`src/hdl/relr_pkg.sv`:
```
// Shared types and constants for the RELR relocation decoder.
// Depends on nothing; used by relr_addr_unit and relr_relocation_decoder_unit.
`default_nettype none

package relr_pkg;

	// Byte step between consecutive relocation slots
	localparam logic [63:0] WORD_BYTES  = 64'd8;
	// Address span covered by one bitmap word (63 slots)
	localparam logic [63:0] BITMAP_SPAN = 64'd504;

	// Result status codes, also the sticky error code
	typedef enum logic [1:0] {
		ST_OK       = 2'd0,
		ST_NO_BASE  = 2'd1,
		ST_MISALIGN = 2'd2,
		ST_OVERFLOW = 2'd3
	} relr_status_t;

	// Increment chosen for the shared adder
	typedef enum logic {
		ADD_WORD = 1'b0,
		ADD_SPAN = 1'b1
	} relr_add_t;

	// Adder result: 64-bit sum plus carry out (overflow)
	typedef struct packed {
		logic        carry;
		logic [63:0] sum;
	} relr_sum_t;

endpackage

`default_nettype wire

```
`src/hdl/relr_addr_unit.sv`:
```
// Shared 64-bit address adder: adds either one word (8) or one bitmap span (504).
// Depends on relr_pkg.
`default_nettype none

module relr_addr_unit import relr_pkg::*; (
	input  wire logic [63:0] op_a,
	input  wire relr_add_t   add_sel,
	output relr_sum_t        res
);

	logic [63:0] op_b;
	logic [64:0] full;

	// Select increment, add with carry out
	always_comb begin
		op_b = (add_sel == ADD_SPAN) ? BITMAP_SPAN : WORD_BYTES;
		full = {1'b0, op_a} + {1'b0, op_b};
		res.carry = full[64];
		res.sum   = full[63:0];
	end

endmodule

`default_nettype wire

```
`src/hdl/relr_relocation_decoder_unit.sv`:
```
// RELR relocation decoder top level: input capture, decode, bitmap scan, output register.
// Depends on relr_pkg and relr_addr_unit.
//
//  channel | handshake          | payload
//  --------+--------------------+--------------------------------------------------
//  in      | in_valid/in_ready  | entry_word[63:0], table_start
//  out     | out_valid/out_ready| target_address[63:0], target_valid, status[1:0],
//          |                    | last_of_run
//
// Steps: an address word, an error word or an empty bitmap is captured, then decoded;
// a bitmap is also scanned up to its highest set bit (at most bit 63), one bitmap bit
// per cycle through the shared adder, except that a set bit waits for a free output.
// Reset clears base address, sticky error, state and output valid.
// A stalled output holds decode, or a scan step on a set bit, until out_ready frees it.
`default_nettype none

module relr_relocation_decoder_unit import relr_pkg::*; (
	input  wire logic        clk,
	input  wire logic        arst_n,
	input  wire logic        in_valid,
	output logic             in_ready,
	input  wire logic [63:0] entry_word,
	input  wire logic        table_start,
	output logic             out_valid,
	input  wire logic        out_ready,
	output logic [63:0]      target_address,
	output logic             target_valid,
	output logic [1:0]       status,
	output logic             last_of_run
);

	typedef enum logic [1:0] {
		S_IDLE,
		S_DECODE,
		S_SCAN
	} state_t;

	state_t       state_q;
	logic [63:0]  word_q;
	logic         tstart_q;
	logic [63:0]  base_q;
	relr_status_t err_q;
	logic [63:0]  addr_q;
	logic [62:0]  map_q;

	logic         out_valid_q;
	logic [63:0]  out_addr_q;
	logic         out_tv_q;
	relr_status_t out_st_q;
	logic         out_last_q;

	logic [63:0]  eff_base;
	relr_status_t eff_err;
	logic         out_free;
	logic [63:0]  add_a;
	relr_add_t    add_sel;
	relr_sum_t    add_res;

	relr_status_t dec_st;
	logic [63:0]  dec_base;
	logic [63:0]  dec_addr;
	logic         dec_tv;
	logic         dec_scan;
	logic         out_set;

	// Table start clears base and error before the word is decoded
	always_comb begin
		eff_base = tstart_q ? 64'd0 : base_q;
		eff_err  = tstart_q ? ST_OK : err_q;
		out_free = !out_valid_q || out_ready;
	end

	// Shared adder operand selection
	always_comb begin
		add_a   = addr_q;
		add_sel = ADD_WORD;
		if (state_q == S_DECODE) begin
			if (word_q[0]) begin
				add_a   = eff_base;
				add_sel = ADD_SPAN;
			end else begin
				add_a   = word_q;
			end
		end
	end

	relr_addr_unit u_addr (
		.op_a    (add_a),
		.add_sel (add_sel),
		.res     (add_res)
	);

	// Decode of the captured word: status, next base, single result or scan
	always_comb begin
		dec_st   = eff_err;
		dec_base = eff_base;
		dec_addr = '0;
		dec_tv   = 1'b0;
		dec_scan = 1'b0;
		if (eff_err != ST_OK) begin
			// sticky error, nothing else changes
		end else if (!word_q[0]) begin
			// address word
			if (word_q[2:1] != 2'b00) begin
				dec_st = ST_MISALIGN;
			end else if (add_res.carry) begin
				dec_st = ST_OVERFLOW;
			end else begin
				dec_base = add_res.sum;
				dec_addr = word_q;
				dec_tv   = 1'b1;
			end
		end else if (eff_base == 64'd0) begin
			dec_st = ST_NO_BASE;
		end else if (add_res.carry) begin
			dec_st = ST_OVERFLOW;
		end else begin
			// bitmap; an empty one gives a single non-target word
			dec_base = add_res.sum;
			dec_scan = (word_q[63:1] != 63'd0);
		end
	end

	// Output register loads a new word this cycle
	always_comb begin
		out_set = out_free && (((state_q == S_DECODE) && !dec_scan) ||
			((state_q == S_SCAN) && map_q[0]));
	end

	// Sequencer, state and output register
	always_ff @(posedge clk or negedge arst_n) begin
		if (!arst_n) begin
			state_q     <= S_IDLE;
			base_q      <= '0;
			err_q       <= ST_OK;
			out_valid_q <= 1'b0;
		end else begin
			if (out_set) out_valid_q <= 1'b1;
			else if (out_ready) out_valid_q <= 1'b0;
			case (state_q)
				S_IDLE: begin
					if (in_valid) begin
						word_q   <= entry_word;
						tstart_q <= table_start;
						state_q  <= S_DECODE;
					end
				end
				S_DECODE: begin
					if (out_free) begin
						base_q <= dec_base;
						err_q  <= dec_st;
						if (dec_scan) begin
							addr_q  <= eff_base;
							map_q   <= word_q[63:1];
							state_q <= S_SCAN;
						end else begin
							out_addr_q <= dec_addr;
							out_tv_q   <= dec_tv;
							out_st_q   <= dec_st;
							out_last_q <= 1'b1;
							state_q    <= S_IDLE;
						end
					end
				end
				S_SCAN: begin
					// one bitmap bit per cycle; a set bit waits for a free output slot
					if (!map_q[0] || out_free) begin
						addr_q <= add_res.sum;
						map_q  <= {1'b0, map_q[62:1]};
						if (map_q[0]) begin
							out_addr_q  <= addr_q;
							out_tv_q    <= 1'b1;
							out_st_q    <= ST_OK;
							out_last_q  <= (map_q[62:1] == 62'd0);
							if (map_q[62:1] == 62'd0) state_q <= S_IDLE;
						end
					end
				end
				default: state_q <= S_IDLE;
			endcase
		end
	end

	assign in_ready       = (state_q == S_IDLE);
	assign out_valid      = out_valid_q;
	assign target_address = out_addr_q;
	assign target_valid   = out_tv_q;
	assign status         = out_st_q;
	assign last_of_run    = out_last_q;

	// A target word always carries ok status
	a_target_ok: assert property (@(posedge clk) disable iff (!arst_n)
		out_valid_q && out_tv_q |-> out_st_q == ST_OK)
		else $error("target word with error status");

	// Error words close their run
	a_err_last: assert property (@(posedge clk) disable iff (!arst_n)
		out_valid_q && out_st_q != ST_OK |-> out_last_q)
		else $error("error word not marked last");

	// Scan only runs with bits left
	a_scan_bits: assert property (@(posedge clk) disable iff (!arst_n)
		state_q == S_SCAN |-> map_q != 63'd0)
		else $error("scan with empty bitmap");

	// Accepted word goes to decode next
	a_accept_decode: assert property (@(posedge clk) disable iff (!arst_n)
		in_valid && in_ready |=> state_q == S_DECODE)
		else $error("accepted word not decoded");

	// Sticky error holds unless a decode step runs
	a_err_sticky: assert property (@(posedge clk) disable iff (!arst_n)
		state_q != S_DECODE |=> $stable(err_q))
		else $error("error code changed outside decode");

endmodule

`default_nettype wire
```
`config.mk`:
```
export PLATFORM = sky130hd
export DESIGN_NAME = relr_relocation_decoder_unit
export DESIGN_NICKNAME = d
export VERILOG_FILES = /design/src/hdl/relr_pkg.sv /design/src/hdl/relr_addr_unit.sv /design/src/hdl/relr_relocation_decoder_unit.sv
export SDC_FILE = /design/constraint.sdc
export NUM_CORES = 1
export LEC_CHECK = 0
export BUFFER_PORTS_ARGS = -buffer_cell sky130_fd_sc_hd__buf_4
export CAP_MARGIN = 20
export CORE_UTILIZATION = 60
export CTS_BUF_LIST = sky130_fd_sc_hd__clkbuf_8
export CTS_CLUSTER_SIZE = 16
export DETAILED_ROUTE_END_ITERATION = 6
export PLACE_DENSITY = 0.8
export REMOVE_ABC_BUFFERS = 1
export SYNTH_ARGS = -nofsm -noshare
export SYNTH_HDL_FRONTEND = slang
export SYNTH_SLANG_ARGS = --single-unit
```
`constraint.sdc`:
```
create_clock -name clk -period 11 [get_ports clk]
set_input_delay 1.65 -clock clk [delete_from_list [all_inputs] [get_ports clk]]
set_output_delay 1.65 -clock clk [all_outputs]
set_load 0.1 [all_outputs]
```
==> impl_summary.md, run 1 <==
Run
The max-cap check violation count is 0.

Logic synthesis
The number of instances in the synthesized netlist is 1636. The synthesized design contains 260 enable-type register cells. Yosys mapped the design onto 73 distinct sky130hd cell types. The portion of synthesized cell area occupied by the leading cell type is a little under half. The commonest cells after synthesis are sky130_fd_sc_hd__nand2_1 (316), sky130_fd_sc_hd__edfxtp_1 (260), sky130_fd_sc_hd__o21ai_0 (123). Synthesis inferred 329 register bits. The combined area of all synthesized cells is 17000 um2. Yosys printed 0 warnings.

The most frequent cell after synthesis is sky130_fd_sc_hd__nand2_1. Sequential elements use 56.2% of the synthesized area. A synthesized cell averages roughly 10 um2. Of all flip-flops after synthesis, the portion carrying an async set or reset was 21.0%. The biggest area contributor in the post-synthesis netlist is sky130_fd_sc_hd__edfxtp_1. In the post-synthesis netlist, the biggest area contributors are sky130_fd_sc_hd__edfxtp_1 (46%), sky130_fd_sc_hd__dfrtp_1 (10%), sky130_fd_sc_hd__nand2_1 (7.0%). For this run, the leading register cell type out of synthesis is sky130_fd_sc_hd__edfxtp_1.

Place
The worst setup timing slack at the placement stage is 4.94 ns. Detailed placement ended at an HPWL of 34.2 mm. The number of instances in the placed design is approximately 2.1k. At the end of routability-driven placement, the weighted congestion stood at 0.967. The total of buffers placed on input and output ports is around 140.

Detailed routing
The remaining design rule violation count is 0. The detailed-route wire length per cell is 23.9 um. After detailed routing, the total wire length is 51.7 mm. The first detailed-routing pass ran for 6 iterations. Dividing the detail-routed via count by the number of cells gives 6.64.

The number of vias in the routed layout is 14.4k. In this run the remaining antenna-violating nets after routing total 0. The detailed router finished its first iteration with about 1.6k violations.

Final layout
The post-route netlist has 14.8% of its cells at a drive strength greater than 1. The repair_antennas step left the layout with diodes totalling 0. The final standard cell count with taps included and fillers excluded is 2163. The layout net count is 1815. Compared with the post-synthesis result, the final layout area differs by 13.6%.

Power and ir drop
VDD sags by at most 0.103 mV. The ratio of total power to cell area is 138 nW/um2. Summing internal, switching and leakage power gives 2.67 mW. The leakage power figure is slightly above 7 nW.

Floorplanning
The width of the die is 170 um. In this run the count of I/O pins placed on the die edge is about 140. The floorplan step set the die height to 170 um. The initialized floorplan defines 61 standard-cell rows.

The starting density of the core is 61.0%. The floorplan step defined a die boundary enclosing 28900 um2. The core area is ~28000 um2.

Timing
The tightest hold path in the finished design has a slack of between 0.5 and 0.6 ns. The final worst-path cycle share is between 50% and 60%. The count of pins over their slew limit was 0. Adding up every negative setup slack in the final design gives 0 ns. On the final layout, the worst clock skew is 0.0402 ns. The shortest clock period the worst path allows after layout is 6.30 ns. At the pin with the least slew margin, the transition time is 1.22 ns.

The minimum setup slack in the final design is 4.70 ns. The final hold violation count is 0. For this run, the top clock speed supported by timing is 159 MHz. Setup repair after global routing left no endpoint under its margin. The worst pin sits at a relative slew slack of 17.9%. Setup violations remaining at the end of the flow were counted as 0.

Worst hold path
The min-delay analysis places its worst path in the category flip-flop to flip-flop.

Clock tree
The H-tree was split into 2 levels. After clock tree synthesis, the clock-pin slew on the worst setup and hold paths is 0.06 ns. The CTS tree is done. The number of hold buffers added after cts is 0. After clock tree synthesis, the setup repair step added 0 buffers. Clock latency on the worst-skew pair, taken at its later pin, is 0.60 ns. The cell sitting at the root of the clock tree is a sky130_fd_sc_hd__clkbuf_8.

The clock passes through at most 3 buffers. The number of sinks on the clock net is between 300 and 400. The number of gates given a new drive strength after cts is 0. The CTS buffer count is 50.

GRT
The total global routing track utilization is 35.9%. The first-pass GRT wire length is 78.1 mm. The number of global-route vias before repair is 13.6k. After global routing the overflow that remains totals 0. The initial antenna violation count is 0. Entering global routing, the biggest net connects 113 pins.

Setup path
STA classifies the critical path startpoint as a flip-flop. The class of the most critical setup path is flip-flop to flip-flop. The worst endpoint required time is 11.29 ns. At the worst endpoint, the arrival time is 6.59 ns. The worst setup path is captured at a flip-flop. In this run the worst path has a maximum fanout of 55.

Run status
The run finished with clean final reports.
## layout make-up
type | count | area, um2
repair buffers | 166 | 1290
fillers | 2111 | 8520
clock buffers | 53 | 729
flip-flops and latches | 329 | 9530
clock inverters | 39 | 241
multi-input cells | 1185 | 6950
well taps | 378 | 473
inverters | 13 | 48.8
## cells by family after synthesis
group | share of synthesized area, %
simple gates | 20.9
fa+ha+maj | 0.0738
xor+xnor | 2.94
flops | 56.2
buf+inv | 3.15
mux | 2.02
compound gates | 14.7
## where the power goes
| group | switching (mW) | internal, mW |
|---|---|---|
| Sequential | 0.0283 | 1.40 |
| Clock | 0.496 | 0.517 |
| Combinational | 0.158 | 0.0712 |
## registers in the layout (all words and copies together), names as in the netlist, 2 cells and up
name            flops
addr_q             64
status              2
err_q               2
word_q             64
base_q             64
state_q             2
map_q              63
target_address     64
## path summary, 6_finish.rpt
check | startpoint | endpoint | slack [ns] | cells past startpoint
worst max-delay path | word_q[0] | addr_q[39] | 4.70 | 13
worst min register to register | base_q[37] | base_q[37] | 0.52 | 2
worst max register to register | word_q[0] | addr_q[39] | 4.70 | 13
max in group asynchronous | arst_n | base_q[56] | 8.83 | 2
worst min-delay path | base_q[37] | base_q[37] | 0.52 | 2
min in group asynchronous | arst_n | out_valid | 1.01 | 1
## per-layer routing
layer,track usage (%),share of wire [%]
met4,19.0,5.4
met5,0,0
met2,55.9,46
met3,7.16,11
met1,47.8,38
## stage by stage
step,util (%),area (um2)
final,69.3,19300
after global routing,69.3,19300
after CTS,69.1,19200
after detailed placement,65.6,18200
after global placement,65.6,18200
after floorplan,-,16500
## worst max-delay path: stages, from the launching register on
cell                       delay, ns
sky130_fd_sc_hd__edfxtp_1       0.32
sky130_fd_sc_hd__buf_4          0.52
sky130_fd_sc_hd__buf_4          0.63
sky130_fd_sc_hd__nor4bb_2       0.31
sky130_fd_sc_hd__buf_4          0.31
sky130_fd_sc_hd__a221oi_1       0.16
sky130_fd_sc_hd__a221oi_1       0.46
sky130_fd_sc_hd__nand4_1        0.40
sky130_fd_sc_hd__nor3_1         0.39
sky130_fd_sc_hd__nor4bb_1       1.02
sky130_fd_sc_hd__nor2_1         0.19
sky130_fd_sc_hd__o21a_4         0.47
sky130_fd_sc_hd__buf_4          0.42
sky130_fd_sc_hd__buf_16         0.29
## cells in the final DEF (no fill, tap or decap), types with 11 or more instances in the layout
| cell type | n |
|---|---|
| sky130_fd_sc_hd__a21oi_1 | 54 |
| sky130_fd_sc_hd__a221o_1 | 11 |
| sky130_fd_sc_hd__a221oi_1 | 11 |
| sky130_fd_sc_hd__a22o_1 | 68 |
| sky130_fd_sc_hd__a31oi_1 | 13 |
| sky130_fd_sc_hd__a32o_1 | 12 |
| sky130_fd_sc_hd__and3_1 | 11 |
| sky130_fd_sc_hd__buf_4 | 163 |
| sky130_fd_sc_hd__clkbuf_8 | 53 |
| sky130_fd_sc_hd__clkinv_1 | 13 |
| sky130_fd_sc_hd__dfrtp_1 | 69 |
| sky130_fd_sc_hd__edfxtp_1 | 260 |
| sky130_fd_sc_hd__inv_1 | 27 |
| sky130_fd_sc_hd__mux2i_1 | 23 |
| sky130_fd_sc_hd__nand2_1 | 315 |
| sky130_fd_sc_hd__nand2b_1 | 11 |
| sky130_fd_sc_hd__nand3_1 | 70 |
| sky130_fd_sc_hd__nand3b_1 | 13 |
| sky130_fd_sc_hd__nand4_1 | 20 |
| sky130_fd_sc_hd__nor2_1 | 71 |
| sky130_fd_sc_hd__nor2b_1 | 66 |
| sky130_fd_sc_hd__nor3_1 | 28 |
| sky130_fd_sc_hd__nor4_1 | 64 |
| sky130_fd_sc_hd__o21ai_0 | 123 |
| sky130_fd_sc_hd__o21ai_1 | 19 |
| sky130_fd_sc_hd__xnor2_1 | 40 |
| sky130_fd_sc_hd__xor2_1 | 17 |
(Power assumes the default switching activity.)
==> inputs of run 2 (changes only) <==
Settings changed: CORE_UTILIZATION 60 to 56, PLACE_DENSITY 0.8 to 0.78.
Clock period 11 ns to 5.5 ns, I/O delays scaled along.
==> run 2 against run 1 <==
Clock skew fell by 0.015 ns; critical path type unchanged; power increased by 110%; largest cell class unchanged; combinational power rose by 100%; clock power up 120%.
==> impl_summary.md, run 2 (same netlist as run 1, synthesis figures left out) <==
Timing
The worst clock skew was 0.0254 ns (-0.0148 ns). Setup repair after global routing left no endpoint under its margin. The final hold slack was 0.229 ns (-0.290 ns). The setup violation total in the final timing report is 0 (unchanged). The setup TNS is 0 ns (unchanged). The achievable frequency is 210 MHz (+33%). The minimum setup slack in the final design is 0.749 ns (-3.95 ns). The transition at the pin with the smallest max-transition slack is 1.01 ns (-0.215 ns). The count of pins over their slew limit is 0 (unchanged). The shortest clock period the worst path allows after layout was 4.75 ns (-1.55 ns).

The final worst-path cycle share was 86.4% (+29 points). The worst slew slack as a fraction of its limit is 32.4% (+14 points). The final hold violation count is 0 (unchanged).

Clock tree
The CTS tree is done. The number of buffers on the longest clock path is 3 (unchanged). The H-tree depth was 2 (unchanged). The number of sinks on the clock net is 329 (unchanged). The post-CTS clock slew at the launch and capture registers of the worst setup and hold paths was 0.06 ns (about the same). The post-CTS setup-driven buffer insertion count came to 0 (unchanged). The source-to-sink clock delay at the later pin of the worst-skew pair is 0.59 ns (about the same). The number of hold buffers added after cts is 0 (unchanged).

The tree is rooted in a sky130_fd_sc_hd__clkbuf_8. The CTS buffer count is 54 (+8.0%). The number of gates given a new drive strength after cts came to 0 (unchanged).

Detailed routing
The first-pass iteration count of the detailed router was 6 (unchanged). The routed wire length is 52.7 mm (+2.0%). The detailed-route wire length per cell is 24.0 um (+0.41%). The remaining design rule violation count was 0 (unchanged).

The post-detailed-route count of antenna-violating nets is 0 (unchanged). The number of DRC markers after the initial detailed-route iteration is 2129 (+30%). The number of vias in the routed layout is 14.4k (+0.056%). The post-detailed-route via-to-cell ratio is 6.54 (-1.5%).

Setup path
STA classifies the critical path endpoint as a flip-flop. The largest fanout on the critical path came to 43 (-22%). The arrival time of the worst setup path came to 5.07 ns (-1.52 ns). The worst endpoint required time was 5.81 ns (-5.48 ns). The class of the most critical setup path is flip-flop to flip-flop. The startpoint class of the critical path is a flip-flop.

GRT
The initial antenna violation count is 1 (+1). The first-pass GRT wire length is 80.7 mm (+3.4%). The remaining global-route overflow came to 0 (unchanged). The total global routing track utilization came to 34.3% (-1.6 points). The number of global-route vias before repair was 13.5k (-0.47%).

The pin count of the biggest net entering global routing is 66 (-42%).

Floorplanning
The width of the die is 176 um (+3.5%). The number of I/O pins was 139 (unchanged). The number of rows in the core area is 63 (+3.3%). The core area was 29700 um2 (+7.0%). The floorplan die area is 31000 um2 (+7.1%). The starting density of the core is 57.1% (-4.0 points). The height of the die is 176 um (+3.5%).

Worst hold path
The worst hold path class is input pin to asynchronous set/reset pin.

Run
The max-cap check violation count is 0 (unchanged).

Power and ir drop
The ratio of total power to cell area is 284 nW/um2 (+100%). The worst vdd rail ir drop is 0.229 mV (+120%). The leakage power figure is 7.34 nW (+1.7%).

Final layout
The total area of sequential cells is 9530 um2 (unchanged). The layout overhead on the synthesized area is 15.2%. The area of the multi-input gates is 6950 um2 (unchanged). The layout net count is 1832 (+0.94%).

Leaving out fill and tap cells, the most frequent cell in the layout is sky130_fd_sc_hd__nand2_1. The filler cell count came to 2374 (+12%). The library cells used most frequently in the layout, excluding fill and tap cells, are sky130_fd_sc_hd__nand2_1 (315), sky130_fd_sc_hd__edfxtp_1 (260), sky130_fd_sc_hd__buf_4 (175). The final core utilization is 65.7% (-3.6 points). The final standard cell count with taps included and fillers excluded is 2198 (+1.6%).

The number of antenna cells inserted is 0 (unchanged). The fraction of final layout cells sized beyond drive strength 1 is 16.0% (+1.2 points).

Run status
The flow ran to the end, and the final reports show no timing, DRC or antenna violations.

Place
The final weighted congestion in routability-driven placement came to 0.984 (+1.7%). The worst setup timing slack at the placement stage is 0.986 ns (-3.95 ns). The half-perimeter wire length of the detailed placement result is 35.9 mm (+4.9%). The number of instances in the placed design is 2096 (+1.4%). The total of buffers placed on input and output ports is 138 (unchanged).
==> run 2: area by class of cell <==
type                            count  area share (%)
Clock inverter                     41            1.44
Multi-Input combinational cell   1185            35.6
Inverter                           13           0.250
Timing Repair Buffer              179            7.14
Clock buffer                       61            4.30
Sequential cell                   329            48.8
Tap cell                          390            2.50
==> run 2: metal layers <==
| layer | share of wire [%] | global-route usage (%) | wire (um) |
|---|---|---|---|
| met4 | 3.9 | 14.0 | 2030 |
| met1 | 40 | 47.6 | 21100 |
| met3 | 9.9 | 6.33 | 5240 |
| met2 | 46 | 53.1 | 24400 |
| met5 | 0.025 | 0 | 13 |
==> run 2: stage by stage <==
stage	power, mW	instance area, um2
final	5.55	19500
after global routing	5.72	19500
after CTS	5.57	19500
after detailed placement	3.37	18400
after global placement	3.36	18400
after floorplan	3.20	16500
==> run 2: critical path, stage by stage (launching register included) <==
cell                        delay, ns
sky130_fd_sc_hd__edfxtp_1        0.69
sky130_fd_sc_hd__clkinv_1        0.16
sky130_fd_sc_hd__buf_4           0.25
sky130_fd_sc_hd__buf_4           0.34
sky130_fd_sc_hd__a311oi_1        0.19
sky130_fd_sc_hd__nor4_1          0.62
sky130_fd_sc_hd__nand4bb_1       0.51
sky130_fd_sc_hd__nor3_1          0.41
sky130_fd_sc_hd__nor4bb_1        0.37
sky130_fd_sc_hd__buf_4           0.21
sky130_fd_sc_hd__nor2_1          0.07
sky130_fd_sc_hd__o21a_4          0.36
sky130_fd_sc_hd__buf_12          0.25
==> run 2: final timing paths <==
check                               startpoint  slack (ns)         end  cells after the start
min in group clk                entry_word[17]        0.41  word_q[17]                      1
worst max-delay path                  tstart_q        0.75   map_q[23]                     12
worst min-delay path                    arst_n        0.23  base_q[43]                      1
max in group asynchronous               arst_n        4.24  base_q[62]                      2
worst max register to register        tstart_q        0.75   map_q[23]                     12
worst min register to register      base_q[31]        0.51  base_q[31]                      2
==> run 2: power breakdown <==
part	internal (mW)	total (mW)	switching [mW]
Combinational	0.147	0.467	0.320
Sequential	2.80	2.85	0.0579
Clock	1.21	2.22	1.02
